$ cat src/sv/bdda_pkg.sv
`timescale 1ns / 1ps
// ----------------------------------------------------------------------------
// bdda_pkg - shared types and constants
// Field widths, arithmetic constants, calendar tables and the command and
// status words between the controller and the datapath.
// ----------------------------------------------------------------------------
package bdda_pkg;

    localparam int DAY_W   = 5;
    localparam int MON_W   = 4;
    localparam int YEAR_W  = 14;
    localparam int LEAVE_W = 12;
    localparam int WD_W    = 3;
    localparam int SUM_W   = 15;
    localparam int CENT_W  = 8;
    localparam int YR100_W = 7;

    localparam logic [YEAR_W-1:0] YEAR_MAX = 14'd16383;

    // y / 100 as (y * 5243) >> 19, exact for every 14-bit year
    localparam logic [12:0] DIV100_MUL = 13'd5243;
    localparam int          DIV100_SH  = 19;
    localparam int          PROD100_W  = YEAR_W + 13;

    // s / 7 as (s * 37450) >> 18, exact for every 15-bit sum
    localparam logic [15:0] DIV7_MUL = 16'd37450;
    localparam int          DIV7_SH  = 18;
    localparam int          PROD7_W  = SUM_W + 16;

    localparam logic [MON_W-1:0] MON_FEB = 4'd2;
    localparam logic [MON_W-1:0] MON_DEC = 4'd12;

    localparam logic [WD_W-1:0] WD_FRI = 3'd5;
    localparam logic [WD_W-1:0] WD_SAT = 3'd6;

    typedef enum logic [3:0] {
        ST_IDLE,
        ST_DIV,
        ST_CENT,
        ST_SUM,
        ST_MUL7,
        ST_WDAY,
        ST_SKIP_HEAD,
        ST_COUNT,
        ST_SKIP_TAIL,
        ST_FIN
    } bdda_state_t;

    typedef struct packed {
        logic load;
        logic div;
        logic cent;
        logic sum;
        logic mul7;
        logic wday;
        logic step;
        logic count;
        logic finish;
    } bdda_cmd_t;

    typedef struct packed {
        logic weekend;
        logic left_zero;
        logic err;
        logic out_free;
    } bdda_status_t;

    function automatic logic [DAY_W-1:0] month_len(input logic [MON_W-1:0] m,
                                                   input logic leap);
        logic [DAY_W-1:0] len;
        case (m)
            4'd1, 4'd3, 4'd5, 4'd7, 4'd8, 4'd10, 4'd12: len = 5'd31;
            4'd4, 4'd6, 4'd9, 4'd11:                    len = 5'd30;
            4'd2:                                       len = leap ? 5'd29 : 5'd28;
            default:                                    len = 5'd0;
        endcase
        return len;
    endfunction

    // floor(31 * mm / 12) for the shifted month
    function automatic logic [DAY_W-1:0] month_offset(input logic [MON_W-1:0] mm);
        logic [DAY_W-1:0] off;
        case (mm)
            4'd1:    off = 5'd2;
            4'd2:    off = 5'd5;
            4'd3:    off = 5'd7;
            4'd4:    off = 5'd10;
            4'd5:    off = 5'd12;
            4'd6:    off = 5'd15;
            4'd7:    off = 5'd18;
            4'd8:    off = 5'd20;
            4'd9:    off = 5'd23;
            4'd10:   off = 5'd25;
            4'd11:   off = 5'd28;
            4'd12:   off = 5'd31;
            default: off = 5'd0;
        endcase
        return off;
    endfunction

endpackage

$ cat src/sv/bdda_ctrl.sv
`timescale 1ns / 1ps
// ----------------------------------------------------------------------------
// bdda_ctrl - sequencing state machine
// Steps the datapath through weekday setup, the head weekend skip, the
// working-day count and the tail weekend skip, then hands off the result.
// ----------------------------------------------------------------------------
module bdda_ctrl (
    input  logic                  clk,
    input  logic                  rst_n,
    input  logic                  in_valid,
    output logic                  in_stall,
    input  bdda_pkg::bdda_status_t status,
    output bdda_pkg::bdda_cmd_t   cmd
);
    import bdda_pkg::*;

    bdda_state_t state_reg, state_next;

    always_ff @(posedge clk or negedge rst_n)
    begin
        if (!rst_n)
        begin
            state_reg <= ST_IDLE;
        end
        else
        begin
            state_reg <= state_next;
        end
    end

    always_comb
    begin
        state_next = state_reg;
        cmd        = '0;
        in_stall   = 1'b1;
        case (state_reg)
            ST_IDLE:
            begin
                in_stall = 1'b0;
                if (in_valid)
                begin
                    cmd.load   = 1'b1;
                    state_next = ST_DIV;
                end
            end
            ST_DIV:
            begin
                cmd.div    = 1'b1;
                state_next = ST_CENT;
            end
            ST_CENT:
            begin
                cmd.cent   = 1'b1;
                state_next = ST_SUM;
            end
            ST_SUM:
            begin
                cmd.sum    = 1'b1;
                state_next = ST_MUL7;
            end
            ST_MUL7:
            begin
                cmd.mul7   = 1'b1;
                state_next = ST_WDAY;
            end
            ST_WDAY:
            begin
                cmd.wday   = 1'b1;
                state_next = ST_SKIP_HEAD;
            end
            ST_SKIP_HEAD:
            begin
                if (status.err)
                begin
                    state_next = ST_FIN;
                end
                else if (status.weekend)
                begin
                    cmd.step = 1'b1;
                end
                else
                begin
                    state_next = ST_COUNT;
                end
            end
            ST_COUNT:
            begin
                if (status.err)
                begin
                    state_next = ST_FIN;
                end
                else if (status.left_zero)
                begin
                    state_next = ST_SKIP_TAIL;
                end
                else
                begin
                    cmd.step  = 1'b1;
                    cmd.count = 1'b1;
                end
            end
            ST_SKIP_TAIL:
            begin
                if (status.err)
                begin
                    state_next = ST_FIN;
                end
                else if (status.weekend)
                begin
                    cmd.step = 1'b1;
                end
                else
                begin
                    state_next = ST_FIN;
                end
            end
            ST_FIN:
            begin
                // hold until the output register can take the word
                if (status.out_free)
                begin
                    cmd.finish = 1'b1;
                    state_next = ST_IDLE;
                end
            end
            default:
            begin
                state_next = ST_IDLE;
            end
        endcase
    end

endmodule

$ cat src/sv/bdda_dpath.sv
`timescale 1ns / 1ps
// ----------------------------------------------------------------------------
// bdda_dpath - date datapath
// Holds the running date, weekday, remaining leave and leap-year counters,
// the weekday setup arithmetic and the output register.
// ----------------------------------------------------------------------------
module bdda_dpath #(
    parameter int MAX_LEAVE_DAYS = 4095
) (
    input  logic                          clk,
    input  logic                          rst_n,
    input  logic [bdda_pkg::DAY_W-1:0]    start_day,
    input  logic [bdda_pkg::MON_W-1:0]    start_month,
    input  logic [bdda_pkg::YEAR_W-1:0]   start_year,
    input  logic [bdda_pkg::LEAVE_W-1:0]  leave_days,
    input  bdda_pkg::bdda_cmd_t           cmd,
    output bdda_pkg::bdda_status_t        status,
    output logic                          out_valid,
    input  logic                          out_stall,
    output logic [bdda_pkg::DAY_W-1:0]    return_day,
    output logic [bdda_pkg::MON_W-1:0]    return_month,
    output logic [bdda_pkg::YEAR_W-1:0]   return_year,
    output logic [bdda_pkg::WD_W-1:0]     return_weekday,
    output logic                          date_invalid
);
    import bdda_pkg::*;

    localparam int LW = $clog2(MAX_LEAVE_DAYS + 1);
    localparam int CW = (LW > LEAVE_W) ? LW : LEAVE_W;

    logic [DAY_W-1:0]     day_reg, day_next;
    logic [MON_W-1:0]     mon_reg, mon_next;
    logic [YEAR_W-1:0]    year_reg, year_next;
    logic [WD_W-1:0]      wd_reg, wd_next;
    logic [LW-1:0]        left_reg, left_next;
    logic                 err_reg, err_next;
    logic [YR100_W-1:0]   yr100_reg, yr100_next;
    logic [1:0]           cent4_reg, cent4_next;
    logic [CENT_W-1:0]    cent_reg, cent_next;
    logic [PROD100_W-1:0] prod100_reg, prod100_next;
    logic [SUM_W-1:0]     sum_reg, sum_next;
    logic [PROD7_W-1:0]   prod7_reg, prod7_next;

    logic                 out_valid_reg, out_valid_next;
    logic [DAY_W-1:0]     oday_reg, oday_next;
    logic [MON_W-1:0]     omon_reg, omon_next;
    logic [YEAR_W-1:0]    oyear_reg, oyear_next;
    logic [WD_W-1:0]      owd_reg, owd_next;
    logic                 oinv_reg, oinv_next;

    logic [CW-1:0]        leave_ext;
    logic [CW-1:0]        max_ext;
    logic                 leap;
    logic                 weekend;
    logic [DAY_W-1:0]     mlen;
    logic [CENT_W-1:0]    q100;
    logic [YEAR_W-1:0]    r100_full;
    logic                 shift_a;
    logic [MON_W-1:0]     mm;
    logic [YEAR_W-1:0]    yy;
    logic [CENT_W-1:0]    qyy;
    logic [12:0]          q7;
    logic [SUM_W-1:0]     r7_full;
    logic                 start_bad;

    assign leap    = (yr100_reg == '0) ? (cent4_reg == 2'd0) : (year_reg[1:0] == 2'd0);
    assign weekend = (wd_reg == WD_FRI) || (wd_reg == WD_SAT);
    assign mlen    = month_len(mon_reg, leap);

    assign leave_ext = CW'(leave_days);
    assign max_ext   = CW'(MAX_LEAVE_DAYS);

    assign q100      = prod100_reg[DIV100_SH +: CENT_W];
    assign r100_full = year_reg - YEAR_W'(q100) * 14'd100;

    assign shift_a = (mon_reg <= MON_FEB);
    assign mm      = shift_a ? mon_reg + 4'd10 : mon_reg - 4'd2;
    assign yy      = year_reg - YEAR_W'(shift_a);
    assign qyy     = (shift_a && (yr100_reg == '0)) ? cent_reg - 8'd1 : cent_reg;

    assign q7      = prod7_reg[DIV7_SH +: 13];
    assign r7_full = sum_reg - SUM_W'(q7) * 15'd7;

    assign start_bad = (year_reg == '0) || (mon_reg == '0) || (mon_reg > MON_DEC)
                       || (day_reg == '0) || (day_reg > mlen);

    always_comb
    begin
        day_next       = day_reg;
        mon_next       = mon_reg;
        year_next      = year_reg;
        wd_next        = wd_reg;
        left_next      = left_reg;
        err_next       = err_reg;
        yr100_next     = yr100_reg;
        cent4_next     = cent4_reg;
        cent_next      = cent_reg;
        prod100_next   = prod100_reg;
        sum_next       = sum_reg;
        prod7_next     = prod7_reg;
        out_valid_next = out_valid_reg;
        oday_next      = oday_reg;
        omon_next      = omon_reg;
        oyear_next     = oyear_reg;
        owd_next       = owd_reg;
        oinv_next      = oinv_reg;

        if (cmd.load)
        begin
            day_next  = start_day;
            mon_next  = start_month;
            year_next = start_year;
            left_next = LW'((leave_ext > max_ext) ? max_ext : leave_ext);
            err_next  = 1'b0;
        end

        if (cmd.div)
        begin
            prod100_next = PROD100_W'(year_reg) * PROD100_W'(DIV100_MUL);
        end

        if (cmd.cent)
        begin
            cent_next  = q100;
            yr100_next = r100_full[YR100_W-1:0];
            cent4_next = q100[1:0];
        end

        if (cmd.sum)
        begin
            err_next = start_bad;
            sum_next = SUM_W'(day_reg) + SUM_W'(yy) + SUM_W'(yy >> 2)
                       + SUM_W'(qyy >> 2) + SUM_W'(month_offset(mm)) - SUM_W'(qyy);
        end

        if (cmd.mul7)
        begin
            prod7_next = PROD7_W'(sum_reg) * PROD7_W'(DIV7_MUL);
        end

        if (cmd.wday)
        begin
            wd_next = r7_full[WD_W-1:0];
        end

        if (cmd.step)
        begin
            wd_next = (wd_reg == WD_SAT) ? '0 : wd_reg + 3'd1;
            if (day_reg >= mlen)
            begin
                day_next = 5'd1;
                if (mon_reg >= MON_DEC)
                begin
                    mon_next = 4'd1;
                    if (year_reg == YEAR_MAX)
                    begin
                        err_next = 1'b1;
                    end
                    else
                    begin
                        year_next = year_reg + 14'd1;
                        // advance the century counters with the year
                        if (yr100_reg == 7'd99)
                        begin
                            yr100_next = '0;
                            cent4_next = cent4_reg + 2'd1;
                        end
                        else
                        begin
                            yr100_next = yr100_reg + 7'd1;
                        end
                    end
                end
                else
                begin
                    mon_next = mon_reg + 4'd1;
                end
            end
            else
            begin
                day_next = day_reg + 5'd1;
            end
            if (cmd.count && !weekend)
            begin
                left_next = left_reg - LW'(1);
            end
        end

        if (cmd.finish)
        begin
            out_valid_next = 1'b1;
            oinv_next      = err_reg;
            oday_next      = err_reg ? '0 : day_reg;
            omon_next      = err_reg ? '0 : mon_reg;
            oyear_next     = err_reg ? '0 : year_reg;
            owd_next       = err_reg ? '0 : wd_reg;
        end
        else if (out_valid_reg && !out_stall)
        begin
            out_valid_next = 1'b0;
        end
    end

    always_ff @(posedge clk or negedge rst_n)
    begin
        if (!rst_n)
        begin
            out_valid_reg <= 1'b0;
            err_reg       <= 1'b0;
        end
        else
        begin
            out_valid_reg <= out_valid_next;
            err_reg       <= err_next;
        end
    end

    always_ff @(posedge clk)
    begin
        day_reg     <= day_next;
        mon_reg     <= mon_next;
        year_reg    <= year_next;
        wd_reg      <= wd_next;
        left_reg    <= left_next;
        yr100_reg   <= yr100_next;
        cent4_reg   <= cent4_next;
        cent_reg    <= cent_next;
        prod100_reg <= prod100_next;
        sum_reg     <= sum_next;
        prod7_reg   <= prod7_next;
        oday_reg    <= oday_next;
        omon_reg    <= omon_next;
        oyear_reg   <= oyear_next;
        owd_reg     <= owd_next;
        oinv_reg    <= oinv_next;
    end

    assign status.weekend   = weekend;
    assign status.left_zero = (left_reg == '0);
    assign status.err       = err_reg;
    assign status.out_free  = !out_valid_reg || !out_stall;

    assign out_valid      = out_valid_reg;
    assign return_day     = oday_reg;
    assign return_month   = omon_reg;
    assign return_year    = oyear_reg;
    assign return_weekday = owd_reg;
    assign date_invalid   = oinv_reg;

endmodule

$ cat src/sv/business_day_date_adder.sv
`timescale 1ns / 1ps
// ----------------------------------------------------------------------------
// business_day_date_adder - working-day date adder
// Adds a count of working days (Friday and Saturday off) to a Gregorian date
// and returns the return-to-work date with its weekday.
// ----------------------------------------------------------------------------
//  word     | handshake             | fields
//  ---------+-----------------------+---------------------------------------
//  in       | in_valid / in_stall   | start_day, start_month, start_year,
//           |                       | leave_days
//  out      | out_valid / out_stall | return_day, return_month, return_year,
//           |                       | return_weekday, date_invalid
//
//  An item steps through the accepting state, the weekday setup states DIV, CENT,
//  SUM, MUL7 and WDAY (two constant multiplies), the date stepper walking one
//  calendar day per step through the head skip, count and tail skip phases, and
//  the load of the output register. Invalid dates finish early.
//  in_stall is high from acceptance until the result is in the output register.
//  A result held by out_stall blocks only the final hand-off; a new word is
//  taken while it waits. Reset clears the controller and the output valid.
// ----------------------------------------------------------------------------
module business_day_date_adder #(
    parameter int MAX_LEAVE_DAYS = 4095
) (
    input  logic                          clk,
    input  logic                          rst_n,
    input  logic                          in_valid,
    output logic                          in_stall,
    input  logic [bdda_pkg::DAY_W-1:0]    start_day,
    input  logic [bdda_pkg::MON_W-1:0]    start_month,
    input  logic [bdda_pkg::YEAR_W-1:0]   start_year,
    input  logic [bdda_pkg::LEAVE_W-1:0]  leave_days,
    output logic                          out_valid,
    input  logic                          out_stall,
    output logic [bdda_pkg::DAY_W-1:0]    return_day,
    output logic [bdda_pkg::MON_W-1:0]    return_month,
    output logic [bdda_pkg::YEAR_W-1:0]   return_year,
    output logic [bdda_pkg::WD_W-1:0]     return_weekday,
    output logic                          date_invalid
);
    import bdda_pkg::*;

    bdda_cmd_t    cmd;
    bdda_status_t status;

    bdda_ctrl u_ctrl (
        .clk      (clk),
        .rst_n    (rst_n),
        .in_valid (in_valid),
        .in_stall (in_stall),
        .status   (status),
        .cmd      (cmd)
    );

    bdda_dpath #(
        .MAX_LEAVE_DAYS (MAX_LEAVE_DAYS)
    ) u_dpath (
        .clk            (clk),
        .rst_n          (rst_n),
        .start_day      (start_day),
        .start_month    (start_month),
        .start_year     (start_year),
        .leave_days     (leave_days),
        .cmd            (cmd),
        .status         (status),
        .out_valid      (out_valid),
        .out_stall      (out_stall),
        .return_day     (return_day),
        .return_month   (return_month),
        .return_year    (return_year),
        .return_weekday (return_weekday),
        .date_invalid   (date_invalid)
    );

`ifndef SYNTHESIS
    // an accepted word keeps the input side busy while it is worked on
    a_busy_after_accept: assert property (@(posedge clk) disable iff (!rst_n)
        in_valid && !in_stall |=> in_stall)
        else $error("input taken again straight after an accept");

    a_invalid_zeroed: assert property (@(posedge clk) disable iff (!rst_n)
        out_valid && date_invalid |->
            return_day == '0 && return_month == '0 && return_year == '0
            && return_weekday == '0)
        else $error("invalid result carries a non-zero date");

    a_return_workday: assert property (@(posedge clk) disable iff (!rst_n)
        out_valid && !date_invalid |->
            return_weekday != WD_FRI && return_weekday != WD_SAT
            && return_weekday != 3'd7)
        else $error("return date is not a working day");

    a_return_date_sane: assert property (@(posedge clk) disable iff (!rst_n)
        out_valid && !date_invalid |->
            return_day != '0 && return_month != '0 && return_month <= MON_DEC
            && return_year != '0)
        else $error("return date out of range");
`endif

endmodule

$ cat config.mk
export PLATFORM = sky130hd
export DESIGN_NAME = business_day_date_adder
export DESIGN_NICKNAME = d
export VERILOG_FILES = /design/src/sv/bdda_pkg.sv /design/src/sv/bdda_ctrl.sv /design/src/sv/bdda_dpath.sv /design/src/sv/business_day_date_adder.sv
export SDC_FILE = /design/constraint.sdc
export NUM_CORES = 1
export LEC_CHECK = 0
export BUFFER_PORTS_ARGS = -buffer_cell sky130_fd_sc_hd__buf_2
export CAP_MARGIN = 10
export CORE_MARGIN = 2
export CORE_UTILIZATION = 50
export CTS_CLUSTER_SIZE = 30
export DETAILED_ROUTE_END_ITERATION = 8
export PLACE_DENSITY = 0.74
export RECOVER_POWER = 50
export REMOVE_ABC_BUFFERS = 1
export SLEW_MARGIN = 20
export SYNTH_ARGS = -nofsm -noshare
export SYNTH_HDL_FRONTEND = slang
export SYNTH_SLANG_ARGS = --single-unit
$ cat constraint.sdc
create_clock -name clk -period 6.5 [get_ports clk]
set_input_delay 0.65 -clock clk [delete_from_list [all_inputs] [get_ports clk]]
set_output_delay 0.65 -clock clk [all_outputs]
set_load 0.05 [all_outputs]
==> results of run 1 <==
-- how the worst min path moves through the flow --
stage                     slack [ns]                   to               startpoint
after global routing            0.14    u_dpath.out_valid                    rst_n
after detailed placement        0.41  u_dpath.cent_reg[5]  u_dpath.prod100_reg[24]
after CTS                       0.04  u_ctrl.state_reg[0]                    rst_n
final                           0.12  u_ctrl.state_reg[3]                    rst_n
after global placement          0.41  u_dpath.cent_reg[5]  u_dpath.prod100_reg[24]
after floorplan                 0.35  u_ctrl.state_reg[0]                    rst_n
-- cell usage after synthesis (5+ instances only) --
cell	n	area, sq um
ha_1	260	3250
inv_1	259	972
fa_1	118	2360
nor2_1	80	300
nand2_1	79	297
edfxtp_1	69	2070
a21oi_1	62	310
xnor2_1	47	412
dfxtp_1	39	781
o21ai_0	37	185
nand3_1	29	145
nor3_1	21	105
xor2_1	18	158
nand4_1	16	100
and3_1	13	81.3
clkbuf_1	12	45.0
a21o_1	11	82.6
nor2b_1	11	68.8
o21a_1	11	82.6
a211oi_1	10	75.1
o211ai_1	10	75.1
o221a_2	10	113
a31oi_1	9	56.3
o31ai_1	9	67.6
or3_1	9	56.3
nand2b_1	8	50.1
o21bai_1	8	60.1
buf_2	7	35.0
dfrtp_1	6	150
nor4_1	6	37.5
o22ai_1	6	37.5
a311oi_1	5	43.8
-- layout make-up --
class | count | area, sq um
multi-input combinational | 977 | 9310
clock inverter | 10 | 104
timing repair buffer | 75 | 350
tap | 335 | 419
inverter | 259 | 972
clock buffer | 22 | 497
sequential | 114 | 3000
fill | 2286 | 11500
-- metrics by stage --
stage               cell area [sq um]  utilization  std cells  setup slack (ns)  hold slack (ns)
floorplan                       13300            -       1350              1.08            0.354
global placement                14100        0.539       1760             0.533            0.407
detailed placement              14100        0.539       1760             0.361            0.405
CTS                             14700        0.562       1792             0.303           0.0374
global route                    14700        0.561       1792            0.0659            0.140
finish                          14700        0.561       1792             0.569            0.124
-- cell usage in the layout, fill, tap and decap left out, types with 10 or more instances in the layout --
cell type  count
nand2_1       79
a211oi_1      10
nand3_1       29
inv_1        259
edfxtp_1      69
nor2_1        80
a21oi_1       62
buf_2         37
xnor2_1       47
fa_1         118
xor2_1        18
nor3_1        21
clkbuf_16     19
dfxtp_1       39
o21ai_0       37
o221a_2       10
o211ai_1      10
and3_1        13
nand4_1       16
ha_1         260
nor2b_1       10
o21a_1        11
clkbuf_1      34
a21o_1        11
-- per-layer routing --
layer,share of wire,vias up,GRT usage
met3,0.043,43,0.0355
met2,0.48,252,0.374
met5,0,-,0
li1,-,4835,-
met1,0.46,4782,0.291
met4,0.022,0,0.0722
-- cells by family (layout without fill, tap and decap cells) --
logic type,after synthesis,after routing,share of synthesized area
fa+ha+maj,378,378,0.420
flops,114,114,0.224
mux,7,7,0.00552
simple gates,293,293,0.107
buf+inv,283,366,0.0817
xor+xnor,65,65,0.0426
compound gates,234,234,0.119
-- worst max-delay path, stage by stage (launching register included) --
cell       delay (ns)
dfxtp_1          0.37
inv_1            0.18
ha_1             0.17
nor2b_2          0.21
o2111ai_1        0.28
nor3_1           0.30
nor4b_4          0.31
xor2_1           0.29
inv_1            0.10
fa_1             0.54
inv_1            0.05
fa_1             0.54
inv_1            0.06
fa_1             0.53
inv_1            0.07
ha_1             0.31
a211oi_1         0.22
nor2_1           0.11
nor4_1           0.29
o311ai_0         0.25
o41ai_1          0.37
xnor2_1          0.10
==> out/metrics.cfg, run 1 <==
[run_status]
status = finished, violations left
violations = max-capacitance violations, max-slew violations

[critical_path]
rr_worst_depth = 21
cp.required_ns = 6.66
r2r_slack_ns = 0.57
critPathLaunchType = flip-flop
setup.worst_path.class = reg -> reg
cp-end-kind = flip-flop
arrival_ns = 6.10
regToRegEndpoint = u_dpath.sum_reg[13]
r2r-start = u_dpath.mon_reg[2]
cp-endpoint = u_dpath.sum_reg[13]
critPathMaxFanout = 7
setup.worst_path.start = u_dpath.mon_reg[2]

[grt]
grt_pass1_wl_um = 49800
antenna_found_initial = 0
grt_util_all_layers = 0.221
overflow = 0
grt_pass1_vias = 10200
grt_max_degree = 29

[synthesis]
synth_area_sq_mm = 0.0134
ys.flop_type = edfxtp_1
synth_warnings = 0
synth_edf_count = 69
ys_ff_latch = 114
syn_inst = 1374
avgSynthCellArea_sq_um = 9.74
netlist-cell-type-count = 73
ys_seq_area_frac = 0.224
ys_async_sr_fraction = 0.0526

[sta]
skew_ns = 0.0127
clock.fmax_mhz = 169
setup_tns_ns = 0
post-route-min-period_ns = 5.93
post-route-period-util = 0.913
setup_viol = 0
finalHoldViolCount = 0
max_slew_margin = -1.06
rsz0062_at_grt = false
slew_viol_final = 28
tightest_slew_ns = 3.09

[floorplan]
dieArea_sq_mm = 0.0281
dieHeight_um = 168
ios = 68
core-area_sq_mm = 0.0261
rows = 59
start_util = 0.512
die_w_um = 168

[detailed_routing]
drc = 0
wire_per_inst_um = 16.5
via_per_inst = 5.53
dr.pass1.iters = 5
wirelength_um = 29500
num_vias = 9912
ant_nets = 0
drt_iter0_markers = 611

[layout]
nets = 1861
n_antenna_cell = 0
largest_reg_flops = 15
drive_above_1_share = 0.0666
syn2layout_area_growth_pct = 9.53

[cts]
cts-buffers-inserted = 17
cts-root-buf = clkbuf_16
post_cts_resized = 0
cts_setup_buffers = 0
clock_latency_ns = 0.43
clock_path_buffers = 2
cts_tree = built
cts_sinks = 114
holdBufCountCts = 0
htreeDepth = 4
clk_pin_slew_worst_paths_ns = 0.05

[flow_run]
drv_cap = 1

[placement]
io_buffers = 67
hpwlAfterDp_um = 23700
gp_congestion = 0.887

[min_path]
min_path_type = in -> async

Power of run 1 is not shown: default switching activity piles up to over one toggle a cycle in this logic, so the estimate is an artifact.
==> run 2, diff against run 1 <==
--- a/config.mk
+++ b/config.mk
@@ -5,7 +5,7 @@
 export SDC_FILE = /design/constraint.sdc
 export NUM_CORES = 1
 export LEC_CHECK = 0
-export BUFFER_PORTS_ARGS = -buffer_cell sky130_fd_sc_hd__buf_2
+export BUFFER_PORTS_ARGS = -buffer_cell sky130_fd_sc_hd__buf_4
 export CAP_MARGIN = 10
 export CORE_MARGIN = 2
 export CORE_UTILIZATION = 50
==> run 2 against run 1 <==
Against the previous run: the run still ends with max-capacitance violations, max-slew violations left; sequential cell count stayed put; critical path depth is 1 higher; die area stayed put; wire length is 3.0% higher; first-iteration DRC count is 10% higher; hold slack worse by 0.013 ns; sequential share of layout area is 0.17 points lower; fmax is 2.2% lower; global-route usage is 0.40 points higher; final area is 0.83% higher.
==> out/metrics.cfg, run 2 (synthesis results as in run 1) <==
[run_status]
status = finished, violations left
violations = max-capacitance violations, max-slew violations

[placement]
placed_cell_area_sq_mm = 0.0143
hpwlAfterDp_um = 24100
gp_congestion = 0.879
pre_cts_slack_ns = 0.390
io_buffers = 67

[critical_path]
regToRegEndpoint = u_dpath.sum_reg[12]
slowest_delay_ns = 0.54
critPathTopFamily = adder cells
arrival_ns = 6.24
cp.buffers_inverters = 4
setup.worst_path.class = reg -> reg
critPathMaxFanout = 10
crit_slowest_cell = fa_1
rr_worst_depth = 22
r2r-start = u_dpath.mon_reg[2]
r2r_slack_ns = 0.44
critPathLaunchType = flip-flop
cp-end-kind = flip-flop
cp.required_ns = 6.67
crit_chain = inv_1, ha_1, nor2b_1, o21a_1, o21ai_0, xnor2_2, a211oi_1, a31oi_1, fa_1, inv_1, fa_1, inv_1, fa_1, inv_1, ha_1, fa_1, a211oi_1, o21ai_0, a21oi_1, o21ai_0, a21oi_1, xnor2_1

[cts]
clk_pin_slew_worst_paths_ns = 0.05
clock_latency_ns = 0.43
cts-buffers-inserted = 17
cts_setup_buffers = 0
clock_path_buffers = 2
cts_tree = built
cts-root-buf = clkbuf_16
htreeDepth = 4
cts_sinks = 114

[layout]
syn2layout_area_growth_pct = 10.4
final_cell_mix = ha_1 (260), inv_1 (259), fa_1 (118)
n_antenna_cell = 0
final_common_cell = ha_1
nets = 1863
largest_reg_flops = 15
final_area_sq_mm = 0.0148
drive_above_1_share = 0.0685

[floorplan]
die_w_um = 168
core-area_sq_mm = 0.0261
ios = 68
start_util = 0.512
rows = 59
dieHeight_um = 168
dieArea_sq_mm = 0.0281

[sta]
skew_ns = 0.0119
post-route-period-util = 0.933
clock.fmax_mhz = 165
post-route-min-period_ns = 6.06
slew_viol_final = 28
holdWs_ns = 0.112
worst_slack_ns = 0.435
rsz0062_at_grt = false
max_slew_margin = -1.12
tightest_slew_ns = 3.18
setup_viol = 0
setup_tns_ns = 0
finalHoldViolCount = 0

[flow_run]
drv_cap = 1

[detailed_routing]
wire_per_inst_um = 16.9
ant_nets = 0
num_vias = 9995
drc = 0
wirelength_um = 30400
via_per_inst = 5.57
drt_iter0_markers = 674
dr.pass1.iters = 5

[grt]
grt_pass1_wl_um = 50500
antenna_found_initial = 0
grt_util_all_layers = 0.225
grt_max_degree = 29
grt_pass1_vias = 10200
overflow = 0

[min_path]
min_path_type = in -> async

==> run 2: worst register-to-register path: cells and delay by family, from the launching register on <==
kind	cells	cell delay, ns
simple gates	1	0.33
xor+xnor	2	0.33
fa+ha+maj	6	2.43
buf+inv	4	0.38
flops	1	0.36
compound gates	9	2.02
==> run 2: routing by layer <==
layer | up-vias | track usage | wire length, um
met5 | - | 0 | 0
met4 | 0 | 0.0794 | 682
met3 | 48 | 0.0329 | 1540
met2 | 269 | 0.380 | 14600
met1 | 4833 | 0.298 | 13500
li1 | 4845 | - | -
==> run 2: worst max-delay path by stage <==
stage | start | slack, ns | to | depth (start not counted)
finish | u_dpath.mon_reg[2] | 0.44 | u_dpath.sum_reg[12] | 22
detailed placement | u_dpath.mon_reg[2] | 0.39 | u_dpath.sum_reg[12] | 21
global placement | u_dpath.mon_reg[2] | 0.52 | u_dpath.sum_reg[13] | 21
global route | u_dpath.mon_reg[2] | 0.02 | u_dpath.sum_reg[12] | 21
CTS | u_dpath.mon_reg[2] | 0.28 | u_dpath.sum_reg[12] | 21
floorplan | u_dpath.mon_reg[2] | 1.08 | u_dpath.sum_reg[13] | 21
==> run 2: final cells by class <==
class | count | area [sq um]
fillers | 2257 | 11400
multi-input cells | 977 | 9320
flip-flops and latches | 114 | 3000
inverters | 259 | 972
clock buffers | 28 | 549
clock inverters | 4 | 45.0
well taps | 335 | 419
repair buffers | 77 | 462
==> run 2: timing repair <==
action	4_1_cts	5_1_grt
gates resized for setup	0	5
hold buffers	0	0
endpoints found under the setup margin	0	4
==> run 2: metrics by stage <==
| step | util | instances |
|---|---|---|
| after detailed placement | 0.546 | 1761 |
| after global routing | 0.565 | 1794 |
| final | 0.565 | 1794 |
| after CTS | 0.569 | 1793 |
| after floorplan | - | 1350 |
| after global placement | 0.546 | 1761 |
Power of run 2 is left out for the same reason.
==> run 3, diff against run 2 <==
--- a/config.mk
+++ b/config.mk
@@ -14,7 +14,6 @@
 export PLACE_DENSITY = 0.74
 export RECOVER_POWER = 50
 export REMOVE_ABC_BUFFERS = 1
-export SLEW_MARGIN = 20
 export SYNTH_ARGS = -nofsm -noshare
 export SYNTH_HDL_FRONTEND = slang
 export SYNTH_SLANG_ARGS = --single-unit
==> constraint.sdc (replaced) <==
create_clock -name clk -period 5.94 [get_ports clk]
set_input_delay 0.594 -clock clk [delete_from_list [all_inputs] [get_ports clk]]
set_output_delay 0.594 -clock clk [all_outputs]
set_load 0.05 [all_outputs]
==> run 3 against run 2 <==
Against the previous run: critical path depth fell by 1; global-route usage fell by 0.20 points; first-iteration DRC count fell by 1.5%; wire length fell by 1.5%; clock-buffer cell count fell by 5; clock skew rose by 0.0050 ns; hold slack improved by 0.29 ns; the run still ends with max-capacitance violations, max-slew violations left; die area did not move.
==> out/metrics.cfg, run 3 (synthesis results as in run 1) <==
[placement]
hpwlAfterDp_um = 23800
io_buffers = 67
placed_cell_area_sq_mm = 0.0144
gp_congestion = 0.903
pre_cts_slack_ns = 0.129

[detailed_routing]
routed-wl-met2_um = 14500
drc = 0
via_per_inst = 5.53
wl_met3_um = 1440
ant_nets = 0
wirelength_um = 29900
drt_iter0_markers = 664
maxUsedRoutingLayer = met4
wl_met1_um = 13400
num_vias = 9999
wire_per_inst_um = 16.6
dr.pass1.iters = 7

[grt]
antenna_found_initial = 0
grt_max_degree = 34
overflow = 0
grt_pass1_vias = 10200
grt_util_all_layers = 0.223
grt_pass1_wl_um = 50500

[sta]
slew_viol_final = 26
setup_viol = 0
worst_slack_ns = 0.379
clock.fmax_mhz = 180
skew_ns = 0.0168
post-route-period-util = 0.936
tightest_slew_ns = 1.52
max_slew_margin = -0.0157
post-route-min-period_ns = 5.56
finalHoldViolCount = 0
holdWs_ns = 0.400

[layout]
fin_util = 0.570
final_common_cell = ha_1
syn2layout_area_growth_pct = 11.3
final_area_sq_mm = 0.0149
largest_reg_flops = 15
drive_above_1_share = 0.0802
nets = 1876
n_antenna_cell = 0
final_cell_mix = ha_1 (260), inv_1 (259), fa_1 (118)

[critical_path]
slowest_delay_ns = 0.53
critPathLaunchType = flip-flop
critPathMaxFanout = 3
setup.worst_path.class = reg -> reg
crit_slowest_cell = fa_1
cp-end-kind = flip-flop
critPathTopFamily = adder cells
cp.required_ns = 6.09
path_common_cell = inv_1
cp.buffers_inverters = 5
crit_chain = inv_1, ha_1, nor3b_2, o2111ai_1, nor3_1, nor4b_2, xor2_1, inv_1, fa_1, inv_1, fa_1, inv_1, fa_1, inv_1, ha_1, a211oi_1, nor2_1, nor4_2, o311ai_0, o41ai_1, xnor2_1
arrival_ns = 5.71

[floorplan]
core-area_sq_mm = 0.0261
dieArea_sq_mm = 0.0281
start_util = 0.512
die_w_um = 168
ios = 68
dieHeight_um = 168
rows = 59

[cts]
cts-buffers-inserted = 17
cts-root-buf = clkbuf_16
cts_setup_buffers = 0
clock_path_buffers = 2
cts_sinks = 114
cts_tree = built
clk_pin_slew_worst_paths_ns = 0.05
htreeDepth = 4
clock_latency_ns = 0.42

[flow_run]
drv_cap = 1

[run_status]
status = finished, violations left
violations = max-capacitance violations, max-slew violations

[min_path]
min_path_type = in -> reg

run 3: cell count changes in the layout (fill, tap and decap cells not counted), sizes merged:
cell and delta:
buf +12, bufinv +1, clkbuf -5, clkinv +3
dlygate4sd3 +1, inv +1
run 3: per-stage QoR:
step                      cells  setup TNS (ns)
after global routing       1807         -0.0117
after CTS                  1807               0
after global placement     1774               0
after detailed placement   1774               0
after floorplan            1350               0
final                      1807               0
run 3: final cells by class:
cell class	instances	area, sq um
flip-flops and latches	114	3000
multi-input cells	977	9330
inverters	259	972
clock buffers	23	510
clock inverters	9	98.8
fillers	2211	11200
well taps	335	419
repair buffers	90	554
run 3: final timing paths:
| check | cells after the start | start | slack, ns | end |
|---|---|---|---|---|
| max | 21 | u_dpath.yr100_reg[0] | 0.38 | u_dpath.sum_reg[13] |
| min | 3 | leave_days[0] | 0.40 | u_dpath.left_reg[0] |
| max reg2reg | 21 | u_dpath.yr100_reg[0] | 0.38 | u_dpath.sum_reg[13] |
| min reg2reg | 0 | u_dpath.prod100_reg[26] | 0.42 | u_dpath.cent_reg[7] |
| max in group asynchronous | 2 | rst_n | 5.06 | u_ctrl.state_reg[2] |
| min in group asynchronous | 2 | rst_n | 0.61 | u_ctrl.state_reg[0] |
run 3: worst register-to-register path, stage by stage, from the launching register on:
cell,delay (ns)
dfxtp_1,0.32
inv_1,0.09
ha_1,0.16
nor3b_2,0.23
o2111ai_1,0.22
nor3_1,0.28
nor4b_2,0.32
xor2_1,0.24
inv_1,0.09
fa_1,0.53
inv_1,0.05
fa_1,0.52
inv_1,0.05
fa_1,0.53
inv_1,0.07
ha_1,0.31
a211oi_1,0.21
nor2_1,0.12
nor4_2,0.21
o311ai_0,0.25
o41ai_1,0.38
xnor2_1,0.12
run 3: routing by layer:
layer	vias to the layer above	GRT usage
met4	0	0.0639
met3	48	0.0303
li1	4868	-
met2	262	0.377
met5	-	0
met1	4821	0.302
run 3: repair_timing:
action / 4_1_cts / 5_1_grt
setup endpoints to repair: 0 / 5
gates resized for setup: 0 / 9
endpoints found under the hold margin: 6 / 0
hold buffers: 1 / 0
Power of run 3 is left out for the same reason.
